--- src/sv/smx_pkg.sv ---
// shared constants, tables and types for the softmax vector block
package smx_pkg;
	localparam int MaxClasses = 64;
	localparam int AddrW = $clog2(MaxClasses);
	localparam int CountW = 7;
	localparam int ScoreW = 16;
	localparam int ExpW = 16;
	localparam int SumW = 22;
	localparam int QuotW = 16;
	localparam logic [15:0] CutoffQ88 = 16'd12800;

	typedef struct packed {
		logic [QuotW-1:0] probability;
		logic [5:0] class_index;
		logic last;
	} result_t;

	typedef struct packed {
		logic start;
		logic [SumW-1:0] divisor;
		logic [ExpW-1:0] dividend;
	} div_req_t;

	function automatic logic [15:0] exp_int(input logic [3:0] i);
		logic [15:0] r;
		case (i)
			4'd0: r = 16'd32768;
			4'd1: r = 16'd12055;
			4'd2: r = 16'd4435;
			4'd3: r = 16'd1631;
			4'd4: r = 16'd600;
			4'd5: r = 16'd221;
			4'd6: r = 16'd81;
			4'd7: r = 16'd30;
			4'd8: r = 16'd11;
			4'd9: r = 16'd4;
			4'd10: r = 16'd1;
			4'd11: r = 16'd1;
			default: r = 16'd0;
		endcase
		return r;
	endfunction

	function automatic logic [15:0] exp_hi(input logic [3:0] h);
		logic [15:0] r;
		case (h)
			4'd0: r = 16'd32768;
			4'd1: r = 16'd30783;
			4'd2: r = 16'd28918;
			4'd3: r = 16'd27166;
			4'd4: r = 16'd25520;
			4'd5: r = 16'd23974;
			4'd6: r = 16'd22521;
			4'd7: r = 16'd21157;
			4'd8: r = 16'd19875;
			4'd9: r = 16'd18671;
			4'd10: r = 16'd17539;
			4'd11: r = 16'd16477;
			4'd12: r = 16'd15479;
			4'd13: r = 16'd14541;
			4'd14: r = 16'd13660;
			default: r = 16'd12832;
		endcase
		return r;
	endfunction

	function automatic logic [15:0] exp_lo(input logic [3:0] l);
		logic [15:0] r;
		case (l)
			4'd0: r = 16'd32768;
			4'd1: r = 16'd32640;
			4'd2: r = 16'd32513;
			4'd3: r = 16'd32386;
			4'd4: r = 16'd32260;
			4'd5: r = 16'd32134;
			4'd6: r = 16'd32009;
			4'd7: r = 16'd31884;
			4'd8: r = 16'd31760;
			4'd9: r = 16'd31636;
			4'd10: r = 16'd31513;
			4'd11: r = 16'd31390;
			4'd12: r = 16'd31267;
			4'd13: r = 16'd31146;
			4'd14: r = 16'd31024;
			default: r = 16'd30903;
		endcase
		return r;
	endfunction
endpackage

--- src/sv/smx_if.sv ---
// valid/ready channel interfaces for scores and results
interface smx_score_if;
	logic valid;
	logic ready;
	logic [smx_pkg::ScoreW-1:0] score;
	modport source (output valid, output score, input ready);
	modport sink (input valid, input score, output ready);
endinterface

interface smx_result_if;
	logic valid;
	logic ready;
	logic [smx_pkg::QuotW-1:0] probability;
	logic [5:0] class_index;
	logic last;
	modport source (output valid, output probability, output class_index, output last,
		input ready);
	modport sink (input valid, input probability, input class_index, input last,
		output ready);
endinterface

--- src/sv/smx_ram.sv ---
// generic single-port-write ram with registered read
module smx_ram #(
	parameter int Width = 16,
	parameter int Depth = 64
) (
	input  logic                     clk,
	input  logic                     we,
	input  logic [$clog2(Depth)-1:0] waddr,
	input  logic [Width-1:0]         wdata,
	input  logic [$clog2(Depth)-1:0] raddr,
	output logic [Width-1:0]         rdata
);
	logic [Width-1:0] mem [Depth];

	always_ff @(posedge clk) begin
		if (we) begin
			mem[waddr] <= wdata;
		end
		rdata <= mem[raddr];
	end
endmodule

--- src/sv/smx_exp.sv ---
// two-stage fixed point exp(-m) from three tables
module smx_exp (
	input  logic        clk,
	input  logic [15:0] diff,
	output logic [15:0] expv
);
	logic [15:0] t_s1;
	logic [3:0]  l_s1;
	logic        zero_s1;
	logic [31:0] p1;
	logic [31:0] p2;
	logic [3:0]  ii;

	always_comb begin
		ii = (diff[15:8] >= 8'd12) ? 4'd12 : diff[11:8];
		p1 = 32'(smx_pkg::exp_int(ii)) * 32'(smx_pkg::exp_hi(diff[7:4])) + 32'd16384;
	end

	always_ff @(posedge clk) begin
		t_s1 <= p1[30:15];
		l_s1 <= diff[3:0];
		zero_s1 <= (diff >= smx_pkg::CutoffQ88);
	end

	always_comb begin
		p2 = 32'(t_s1) * 32'(smx_pkg::exp_lo(l_s1)) + 32'd16384;
		expv = zero_s1 ? 16'd0 : p2[30:15];
	end
endmodule

--- src/sv/smx_div.sv ---
// restoring divider, one quotient bit per cycle: dividend*32768 / divisor
module smx_div (
	input  logic                         clk,
	input  logic                         arst_n,
	input  smx_pkg::div_req_t            req,
	output logic                         done,
	output logic [smx_pkg::QuotW-1:0]    quot
);
	localparam int NumW = smx_pkg::ExpW + 15;
	logic [NumW-1:0]          num_q;
	logic [smx_pkg::SumW:0]   rem_q;
	logic [smx_pkg::SumW-1:0] dsr_q;
	logic [4:0]               cnt_q;
	logic                     busy_q;
	logic [smx_pkg::SumW:0]   trial;

	assign trial = {rem_q[smx_pkg::SumW-1:0], num_q[NumW-1]} - {1'b0, dsr_q};

	always_ff @(posedge clk or negedge arst_n) begin
		if (!arst_n) begin
			busy_q <= 1'b0;
			done <= 1'b0;
			cnt_q <= '0;
		end else begin
			done <= 1'b0;
			if (req.start) begin
				busy_q <= 1'b1;
				cnt_q <= 5'(NumW - 1);
			end else if (busy_q) begin
				if (cnt_q == 5'd0) begin
					busy_q <= 1'b0;
					done <= 1'b1;
				end
				cnt_q <= cnt_q - 5'd1;
			end
		end
	end

	always_ff @(posedge clk) begin
		if (req.start) begin
			num_q <= {req.dividend, 15'd0};
			rem_q <= '0;
			dsr_q <= req.divisor;
			quot <= '0;
		end else if (busy_q) begin
			num_q <= {num_q[NumW-2:0], 1'b0};
			if (!trial[smx_pkg::SumW]) begin
				rem_q <= trial;
				quot <= {quot[smx_pkg::QuotW-2:0], 1'b1};
			end else begin
				rem_q <= {rem_q[smx_pkg::SumW-1:0], num_q[NumW-1]};
				quot <= {quot[smx_pkg::QuotW-2:0], 1'b0};
			end
		end
	end
endmodule

--- src/sv/softmax_vector.sv ---
// softmax vector top level: load, exp-sum pass, exp-divide pass
// throughput: one score per cycle while loading; results one at a time, each after its own exp read and divide
// exp is computed twice per entry (sum pass and output pass) from one score ram
// reset: asynchronous active low, class_count 10, vector empty; ram needs no clear
module softmax_vector (
	input  logic clk,
	input  logic arst_n,
	input  logic cfg_we,
	input  logic [smx_pkg::CountW-1:0] cfg_wdata,
	smx_score_if.sink in_ch,
	smx_result_if.source out_ch
);
	typedef enum logic [5:0] {
		ST_LOAD  = 6'b000001,
		ST_SUM   = 6'b000010,
		ST_RD    = 6'b000100,
		ST_EXP   = 6'b001000,
		ST_DIV   = 6'b010000,
		ST_OUT   = 6'b100000
	} state_t;

	localparam int AW = smx_pkg::AddrW;
	localparam int CW = smx_pkg::CountW;

	state_t state_q;
	logic [CW-1:0] class_count_q;
	logic [CW-1:0] loaded_q;
	logic signed [15:0] max_q;
	logic [smx_pkg::SumW-1:0] sum_q;
	logic [CW-1:0] rd_q;
	logic [CW-1:0] k_q;
	logic [2:0] pipe_q;
	logic [CW-1:0] n_q;
	logic [CW-1:0] eff;
	logic [CW-1:0] next_loaded;
	logic [AW-1:0] waddr;
	logic [AW-1:0] raddr;
	logic [15:0] rdata;
	logic [15:0] diff;
	logic [15:0] expv;
	logic accept;
	logic res_load;
	logic div_done;
	logic [smx_pkg::QuotW-1:0] quot;
	smx_pkg::div_req_t dreq;
	smx_pkg::result_t res_q;
	logic res_valid_q;

	always_comb begin
		if (class_count_q == '0) eff = CW'(1);
		else if (class_count_q > CW'(smx_pkg::MaxClasses)) eff = CW'(smx_pkg::MaxClasses);
		else eff = class_count_q;
		waddr = (loaded_q >= CW'(smx_pkg::MaxClasses)) ? AW'(smx_pkg::MaxClasses - 1)
			: loaded_q[AW-1:0];
		next_loaded = CW'(waddr) + CW'(1);
	end

	assign in_ch.ready = (state_q == ST_LOAD);
	assign accept = in_ch.valid && in_ch.ready;
	assign res_load = (state_q == ST_OUT) && (!res_valid_q || out_ch.ready);
	assign raddr = rd_q[AW-1:0];
	assign diff = 16'(max_q - $signed(rdata));

	smx_ram #(.Width(16), .Depth(smx_pkg::MaxClasses)) u_ram (
		.clk(clk), .we(accept), .waddr(waddr), .wdata(in_ch.score),
		.raddr(raddr), .rdata(rdata)
	);

	smx_exp u_exp (.clk(clk), .diff(diff), .expv(expv));

	always_comb begin
		dreq.start = (state_q == ST_EXP) && pipe_q[2];
		dreq.divisor = sum_q;
		dreq.dividend = expv;
	end

	smx_div u_div (.clk(clk), .arst_n(arst_n), .req(dreq), .done(div_done), .quot(quot));

	always_ff @(posedge clk or negedge arst_n) begin
		if (!arst_n) begin
			state_q <= ST_LOAD;
			class_count_q <= CW'(10);
			loaded_q <= '0;
			max_q <= 16'sh8000;
			sum_q <= '0;
			rd_q <= '0;
			k_q <= '0;
			n_q <= '0;
			pipe_q <= '0;
			res_valid_q <= 1'b0;
		end else begin
			if (cfg_we) class_count_q <= cfg_wdata;
			if (res_load) res_valid_q <= 1'b1;
			else if (out_ch.valid && out_ch.ready) res_valid_q <= 1'b0;
			unique case (state_q)
				ST_LOAD: begin
					if (accept) begin
						if ($signed(in_ch.score) > max_q) max_q <= $signed(in_ch.score);
						if (next_loaded >= eff) begin
							loaded_q <= '0;
							n_q <= next_loaded;
							sum_q <= '0;
							rd_q <= '0;
							pipe_q <= '0;
							state_q <= ST_SUM;
						end else begin
							loaded_q <= next_loaded;
						end
					end
				end
				ST_SUM: begin
					// read address issues each cycle; exp result follows through the ram read register and the exp stage register
					if (pipe_q[1]) sum_q <= sum_q + smx_pkg::SumW'(expv);
					if (rd_q >= n_q && pipe_q == 3'b100) begin
						rd_q <= '0;
						k_q <= '0;
						pipe_q <= '0;
						state_q <= ST_RD;
					end else begin
						pipe_q <= {pipe_q[1:0], rd_q < n_q};
						if (rd_q < n_q) rd_q <= rd_q + CW'(1);
					end
				end
				ST_RD: begin
					pipe_q <= 3'b001;
					state_q <= ST_EXP;
				end
				ST_EXP: begin
					pipe_q <= {pipe_q[1:0], 1'b0};
					if (pipe_q[2]) state_q <= ST_DIV;
				end
				ST_DIV: begin
					if (div_done) state_q <= ST_OUT;
				end
				ST_OUT: begin
					if (res_load) begin
						if (k_q + CW'(1) >= n_q) begin
							max_q <= 16'sh8000;
							state_q <= ST_LOAD;
						end else begin
							rd_q <= k_q + CW'(1);
							state_q <= ST_RD;
						end
						k_q <= k_q + CW'(1);
					end
				end
				default: state_q <= ST_LOAD;
			endcase
		end
	end

	always_ff @(posedge clk) begin
		if (res_load) begin
			res_q.probability <= quot;
			res_q.class_index <= k_q[AW-1:0];
			res_q.last <= (k_q + CW'(1) >= n_q);
		end
	end

	assign out_ch.valid = res_valid_q;
	assign out_ch.probability = res_q.probability;
	assign out_ch.class_index = 6'(res_q.class_index);
	assign out_ch.last = res_q.last;
endmodule
--- src/flat_wrapper.sv ---
// flat-port wrapper written by rule: the top's interface ports become plain ports
module softmax_vector_flat 
  (clk, arst_n, cfg_we, cfg_wdata, in_ch_valid, in_ch_score, in_ch_ready, out_ch_valid, out_ch_probability, out_ch_class_index, out_ch_last, out_ch_ready);
  smx_score_if in_ch_i ();
  smx_result_if out_ch_i ();
  input  logic clk;
  input  logic arst_n;
  input  logic cfg_we;
  input  logic [smx_pkg::CountW-1:0] cfg_wdata;
  input wire logic [$bits(in_ch_i.valid)-1:0] in_ch_valid;
  input wire logic [$bits(in_ch_i.score)-1:0] in_ch_score;
  output wire logic [$bits(in_ch_i.ready)-1:0] in_ch_ready;
  output wire logic [$bits(out_ch_i.valid)-1:0] out_ch_valid;
  output wire logic [$bits(out_ch_i.probability)-1:0] out_ch_probability;
  output wire logic [$bits(out_ch_i.class_index)-1:0] out_ch_class_index;
  output wire logic [$bits(out_ch_i.last)-1:0] out_ch_last;
  input wire logic [$bits(out_ch_i.ready)-1:0] out_ch_ready;
  assign in_ch_i.valid = in_ch_valid;
  assign in_ch_i.score = in_ch_score;
  assign in_ch_ready = in_ch_i.ready;
  assign out_ch_valid = out_ch_i.valid;
  assign out_ch_probability = out_ch_i.probability;
  assign out_ch_class_index = out_ch_i.class_index;
  assign out_ch_last = out_ch_i.last;
  assign out_ch_i.ready = out_ch_ready;
  softmax_vector u_core (.clk(clk), .arst_n(arst_n), .cfg_we(cfg_we), .cfg_wdata(cfg_wdata), .in_ch(in_ch_i), .out_ch(out_ch_i));
endmodule
--- config.mk ---
export PLATFORM = sky130hd
export DESIGN_NAME = softmax_vector_flat
export DESIGN_NICKNAME = d
export VERILOG_FILES = /design/src/sv/smx_pkg.sv /design/src/sv/smx_if.sv /design/src/sv/smx_ram.sv /design/src/sv/smx_exp.sv /design/src/sv/smx_div.sv /design/src/sv/softmax_vector.sv /design/src/flat_wrapper.sv
export SDC_FILE = /design/constraint.sdc
export NUM_CORES = 2
export LEC_CHECK = 0
export ABC_AREA = 1
export BUFFER_PORTS_ARGS = -buffer_cell sky130_fd_sc_hd__buf_2
export CAP_MARGIN = 0
export CORE_MARGIN = 2
export CORE_UTILIZATION = 55
export CTS_CLUSTER_DIAMETER = 50
export DETAILED_ROUTE_END_ITERATION = 12
export PLACE_DENSITY = 0.71
export SLEW_MARGIN = 20
export SYNTH_ARGS = -nofsm -noshare
export SYNTH_HDL_FRONTEND = slang
export SYNTH_SLANG_ARGS = --single-unit
--- constraint.sdc ---
create_clock -name clk -period 8.2 [get_ports clk]
set_input_delay 0.41 -clock clk [delete_from_list [all_inputs] [get_ports clk]]
set_output_delay 0.41 -clock clk [all_outputs]
set_load 0.005 [all_outputs]
After elaboration in Yosys (flattened, before gate mapping) --
Memories as Yosys holds them, arrays and structs flattened. A register that Yosys moved wholly into a read port is not among the register bits. Cells that the tools add are included.
Storage, ports and cells: output and inout bits 25, bits in read-only memories 720, memories kept 4, register bits 206, bits in writable memories 1024, logic and storage cells 141
Operators by class: mux-type cells 53, add/sub/neg operators 9, equality and inequality tests 18, $lt $le $gt $ge 9, $mul 2, reduce and logical (&&, ||, !) cells 24
Memories:
- u_core.u_ram.mem | words 64, width 16, read ports 1, clocked after Yosys merged registers in 1, wr ports 1, RTL line smx_ram.sv:13 | logic [Width-1:0] mem [Depth];
- (no name shown) | words 16, width 16, read ports 1, clocked after Yosys merged registers in 0, wr ports 0, RTL line smx_pkg.sv:46 | case (h)
- (no name shown) | words 16, width 15, read ports 1, clocked after Yosys merged registers in 1, wr ports 0, RTL line smx_pkg.sv:69 | case (l)
- (no name shown) | words 16, width 14, read ports 1, clocked after Yosys merged registers in 0, wr ports 0, RTL line smx_pkg.sv:26 | case (i)
Operator list (count):
- two-way mux 22 bit | 4
- two-way mux 16 bit | 5
- two-way mux 7 bit | 11
- adder 31 x 15 -> 31 bit (second input constant) | 2
- multiplier 16 x 16 -> 31 bit | 2
- two-way mux 31 bit | 2
- one-hot mux 22 bit (2 select lines) | 1
- two-way mux 6 bit | 7
- one-hot mux 6 bit (6 select lines) | 1
- one-hot mux 16 bit (2 select lines) | 1
- subtractor 23 x 22 -> 23 bit | 1
- adder 22 x 16 -> 22 bit | 1
- >= comparator 7 bit | 3
- one-hot mux 7 bit (3 select lines) | 1
- >= comparator 16 x 14 -> 1 bit (second input constant) | 1
- > comparator 16 bit | 1
- subtractor 16 bit | 1
- adder 7 x 1 -> 7 bit (second input constant) | 2
- one-hot mux 7 bit (2 select lines) | 1
- two-way mux 3 bit | 4
- != test 2 bit (second input constant) | 6
- one-hot mux 3 bit (4 select lines) | 1
- AND reduction 6 bit | 2
- two-way mux 1 bit | 11
- 29 further kinds | 43

Logic depth before layout (Yosys ltp) --
depth in word-level cells 7, depth in mapped cells 48, depth with buffers taken out 47

Modules after synthesis --
Synthesis repeated with hierarchy kept, for this count alone.
Second synthesis, totals: cells, all modules 7353, area total of the unflattened synthesis 71651.2 um2
Modules (own cells, without submodules):
- smx_ram | area each 42099.1 um2, instances 1, cells each 3517
- smx_exp | area each 17475.5 um2, instances 1, cells each 2256
- softmax_vector | area each 7185.6 um2, instances 1, cells each 895
- smx_div | area each 4890.9 um2, instances 1, cells each 685

Worst setup path after synthesis --
Ideal clock, no wire load.
path type register -> register, from register u_core.max_q[0], to register u_core.u_exp.t_s1[15], required time 8087 ps, setup time 113 ps, stages on the path, launching flop included 42, path slack 698 ps, arrival time 7389 ps, path buffers 0, cell sequence dfrtp_1 > inv_1 > ha_1 > fa_1 > inv_1 > nand3_1 > nand3_1 > nand3_1 > nand3_1 > nand2_1 > nand2_1 > nand2_2 > nor2_8 > nand2_1 > nor2_1 > inv_1 > ha_1 > inv_1 > [... 6 more ...] > fa_1 > inv_1 > fa_1 > fa_1 > inv_1 > fa_1 > inv_1 > ha_1 > a21oi_1 > o21ai_0 > nand2_1 > nand2_1 > nand2_1 > o311ai_0 > a41oi_1 > nand2_1 > nand2_1 > nand2_1
On the way: longest elaborated chain between the ends 6, elaborated cells between the ends (all ways) 7
Ends and longest elaborated chain:
- from (decl) | RTL line softmax_vector.sv:28 | logic signed [15:0] max_q;
- from (signal assigned) | RTL line softmax_vector.sv:98 | if ($signed(in_ch.score) > max_q) max_q <= $signed(in_ch.score);
- subtractor 16 bit * | RTL line softmax_vector.sv:62 | assign diff = 16'(max_q - $signed(rdata));
- >= comparator 8 x 4 -> 1 bit | RTL line smx_exp.sv:15 | ii = (diff[15:8] >= 8'd12) ? 4'd12 : diff[11:8];
- two-way mux 4 bit | RTL line smx_exp.sv:15
- memory (16 x 14 bit)
- multiplier 16 x 16 -> 31 bit * | RTL line smx_exp.sv:16 | p1 = 32'(smx_pkg::exp_int(ii)) * 32'(smx_pkg::exp_hi(diff[7:4])) + 32'd16384;
- adder 31 x 15 -> 31 bit * | RTL line smx_exp.sv:16
- net u_core.u_exp.p1[30] | RTL line smx_exp.sv:10 | logic [31:0] p1;
- to (signal assigned) | RTL line smx_exp.sv:20 | t_s1 <= p1[30:15];
- to (decl) | RTL line smx_exp.sv:7 | logic [15:0] t_s1;
Mark *: on every way through the listed nets, which the timed path passes. The rest lies on a longest branch. A chain may end at the register's enable or synchronous reset.

Worst setup path in the final report --
from register u_core.max_q[0], to register u_core.u_exp.t_s1[10]
The elaborated chain is that of the path after synthesis.

==> flow_metrics.py <==
metrics = {
    "cts": {
        "clock_path_buffers": 3,
        "numCtsBuffers": 137,
        "clkSlewWorstSetupHoldPaths_ns": 0.06,
        "clock_sink_count": 1258,
        "htreeDepth": 4,
        "clockRootBuffer": "clkbuf_16",
        "clk_latency_ns": 0.78,
        "cts_tree": "built",
    },
    "synth": {
        "synth_fa_ha_area_share_pct": 16.5,
        "syn_area_per_cell_um2": 10.8,
        "syn_nets": 7104,
        "yosysSeqAreaShare_pct": 53.0,
        "synth_simple_gate_area_share_pct": 11.8,
        "synth_cells": 6371,
        "synthDominantCellAreaShare_pct": 47.3,
        "synth_top_family_by_area": "adder cells",
        "synthArstFlopShare_pct": 7.15,
        "ys_ff_latch": 1258,
        "synth_ff_type": "edfxtp_1",
        "synth_xor_area_share_pct": 0.949,
        "synth_edf_count": 1085,
        "synth_area_leaders": "edfxtp_1 47%, fa_1 9.9%, ha_1 6.6%",
        "synthMuxAreaShare_pct": 1.57,
        "yosysTopAreaCell": "edfxtp_1",
        "yosys.cell_types.count": 63,
        "syn-cell-area_um2": 68800,
        "synth_compound_area_share_pct": 9.82,
        "yosysWarnings": 0,
    },
    "run": {
        "cap_violations": 0,
    },
    "timing": {
        "slew_headroom_pct": 28.9,
        "tightest_slew_ns": 1.06,
        "slew_violations": 0,
        "fin_tns_setup_ns": 0,
        "finalHoldViolCount": 0,
        "fin_skew_ns": 0.0553,
        "fin_crit_ns": 7.88,
        "whs_ns": 0.0475,
        "fin_crit_sh_pct": 96.1,
        "setup_viol": 0,
        "timing.fmax_ghz": 0.127,
    },
    "route": {
        "via_count": 48400,
        "dr.pass1.iters": 7,
        "dr.first_iter.drc_count": 5148,
        "vias_per_cell": 5.87,
        "wl_per_cell_um": 22.1,
        "detail-route-antenna-nets": 0,
        "drc": 0,
        "routed_wl_um": 183000,
    },
    "setup_path": {
        "cp_num_buf_inv": 8,
        "critPathLaunch": "u_core.max_q[0]$_DFFE_PN0P_",
        "rr_startpoint": "u_core.max_q[0]$_DFFE_PN0P_",
        "crit_slowest_cell": "fa_1",
        "arrival_ns": 8.50,
        "startpoint_type": "flip-flop",
        "max_stage_delay_ns": 0.56,
        "setup.worst_path.class": "flip-flop to flip-flop",
        "cp.required_ns": 8.82,
        "critical-path-top-delay-family": "adder cells",
        "end_kind": "flip-flop",
        "crit_path_frequent_cell": "fa_1",
        "critPathMaxFanout": 5,
    },
    "global_route": {
        "first_global_vias": 47800,
        "antenna_found_initial": 4,
        "grt_max_degree": 171,
        "grt_remaining_overflow": 0,
        "grt_pass1_wl_um": 278000,
        "grt_util_all_layers_pct": 28.6,
    },
    "floorplanning": {
        "initial_core_util_pct": 55.5,
        "rows": 129,
        "dieArea_um2": 128000,
        "pin_count": 53,
        "dieHeight_um": 358,
        "core_area_um2": 124000,
        "die_w_um": 358,
    },
    "power": {
        "totalPowerFinal_w": 0.0258,
        "leakage_nw": 31.4,
        "p_per_area_nw_per_um2": 338,
        "vdd_drop_max_v": 0.000625,
    },
    "cells_and_area": {
        "fin_util_pct": 61.7,
        "drive_gt1_share_pct": 8.37,
        "syn_to_final_growth_pct": 11.1,
        "stdcell_area_um2": 76400,
        "nets": 7224,
    },
    "placement": {
        "portBuffers": 52,
        "gp_congestion": 0.975,
        "hpwlAfterDp_um": 121000,
        "placed_area_um2": 71600,
    },
    "run_status": {
        "outcome": "finished clean",
    },
    "min_path": {
        "hp-class": "primary input to flip-flop",
        "hp-start": "cfg_we",
    },
}
## path summary, 6_finish.rpt
check,to,slack (ns),cells past startpoint
max in group asynchronous,u_core.rd_q[0]$_DFFE_PN0P_,6.82,3
setup reg to reg,u_core.u_exp.t_s1[10]$_DFF_P_,0.32,37
hold reg to reg,u_core.out_ch.probability[15]$_DFFE_PP_,0.43,0
min in group asynchronous,u_core.u_div.busy_q$_DFF_PN0_,0.14,2
setup / recovery,u_core.u_exp.t_s1[10]$_DFF_P_,0.32,37
hold / removal,u_core.class_count_q[2]$_DFFE_PN0P_,0.05,2
## layout by cell type, fill, tap and decap left out, types with 104 or more instances in the layout
cell and instances:
o32ai_1 154, fa_1 341, o221ai_1 104, clkbuf_16 138, nand3_1 174, nor2_1 918, a21oi_1 209, o21ai_0 395
edfxtp_1 1085, nand2_1 806, inv_1 840, buf_4 192, ha_1 362
## routing by layer
metal / share of wire, % / global-route usage, % / routed length [um]
met5: 0.015 / 0 / 27
met4: 4.4 / 12.4 / 8110
met3: 8.1 / 4.99 / 14900
met2: 48 / 47.4 / 88200
met1: 39 / 37.1 / 71400
## kinds of logic (layout without fill, tap and decap cells)
kind of cell | Yosys count | in the layout
other cells | 0 | 3
fa+ha+maj | 705 | 705
mux | 107 | 107
xor+xnor | 72 | 72
flops | 1258 | 1258
buf+inv | 1146 | 1379
compound gates | 1059 | 1059
simple gates | 2024 | 2024
## synthesized netlist by cell type, drive strengths merged, types with 11 or more instances
cell	number
inv	856
nor2	938
nand4	26
o211ai	33
edfxtp	1085
clkbuf	247
ha	363
nand3	178
a21oi	214
o21ai	406
o32ai	154
dfrtp	86
o221ai	104
o22ai	33
xnor2	28
dfxtp	83
o21a	11
nand2	823
xor2	44
fa	342
mux2i	102
a31oi	22
buf	36
nor3	38
a32o	24
## flip-flops by register name, summed over array words and instances, names as in the netlist, 3 cells and up, named ones only
| name | flops |
|---|---|
| u_core.u_ram.mem | 1024 |
| u_core.u_div.rem_q | 22 |
| u_core.k_q | 7 |
| u_core.out_ch.class_index | 6 |
| u_core.pipe_q | 3 |
| u_core.u_div.dsr_q | 22 |
| u_core.u_ram.rdata | 16 |
| u_core.u_div.quot | 16 |
| u_core.sum_q | 22 |
| u_core.state_q | 6 |
| u_core.rd_q | 7 |
| u_core.u_div.num_q | 16 |
| u_core.loaded_q | 7 |
| u_core.u_exp.t_s1 | 16 |
| u_core.n_q | 7 |
| u_core.u_div.cnt_q | 5 |
| u_core.out_ch.probability | 16 |
| u_core.class_count_q | 7 |
| u_core.max_q | 16 |
## worst reg2reg max path: cells and delay by family (launching register included)
| kind | cells | cell delay [ns] |
|---|---|---|
| compound gates | 4 | 0.84 |
| xor+xnor | 1 | 0.14 |
| fa+ha+maj | 10 | 4.19 |
| buf+inv | 8 | 0.67 |
| flops | 1 | 0.35 |
| simple gates | 14 | 1.59 |
## stage by stage
| step | instances | setup slack [ns] |
|---|---|---|
| after floorplan | 6371 | 0.698 |
| after global placement | 7965 | 0.151 |
| after detailed placement | 7966 | -0.00103 |
| after CTS | 8233 | 0.0447 |
| after global routing | 8241 | -0.0241 |
| final | 8244 | 0.320 |
## layout make-up
cell class                      count  area, um^2
Fill cell                        9841       47500
Sequential cell                  1258       36500
Multi-Input combinational cell   3967       28200
Clock buffer                      168        3620
Inverter                          863        3250
Tap cell                         1637        2050
Timing Repair Buffer              264        1940
Clock inverter                     84         900
Antenna cell                        3        7.51
## repair_timing
action / in CTS / in global routing
pin swaps: 0 / 11
endpoints found under the hold margin: 44 / 0
endpoints found under the setup margin: 3 / 23
setup buffers: 0 / 8
cloned: 0 / 0
resized for setup: 1 / 44
hold buffers: 15 / 0
## power by group
| group | switching [W] | internal (W) | leakage (nW) |
|---|---|---|---|
| Combinational | 0.00826 | 0.00377 | 17.6 |
| Sequential | 0.000359 | 0.00731 | 11.7 |
| Clock | 0.00263 | 0.00352 | 2.20 |
Note: power is estimated with default switching activity, not from simulation.
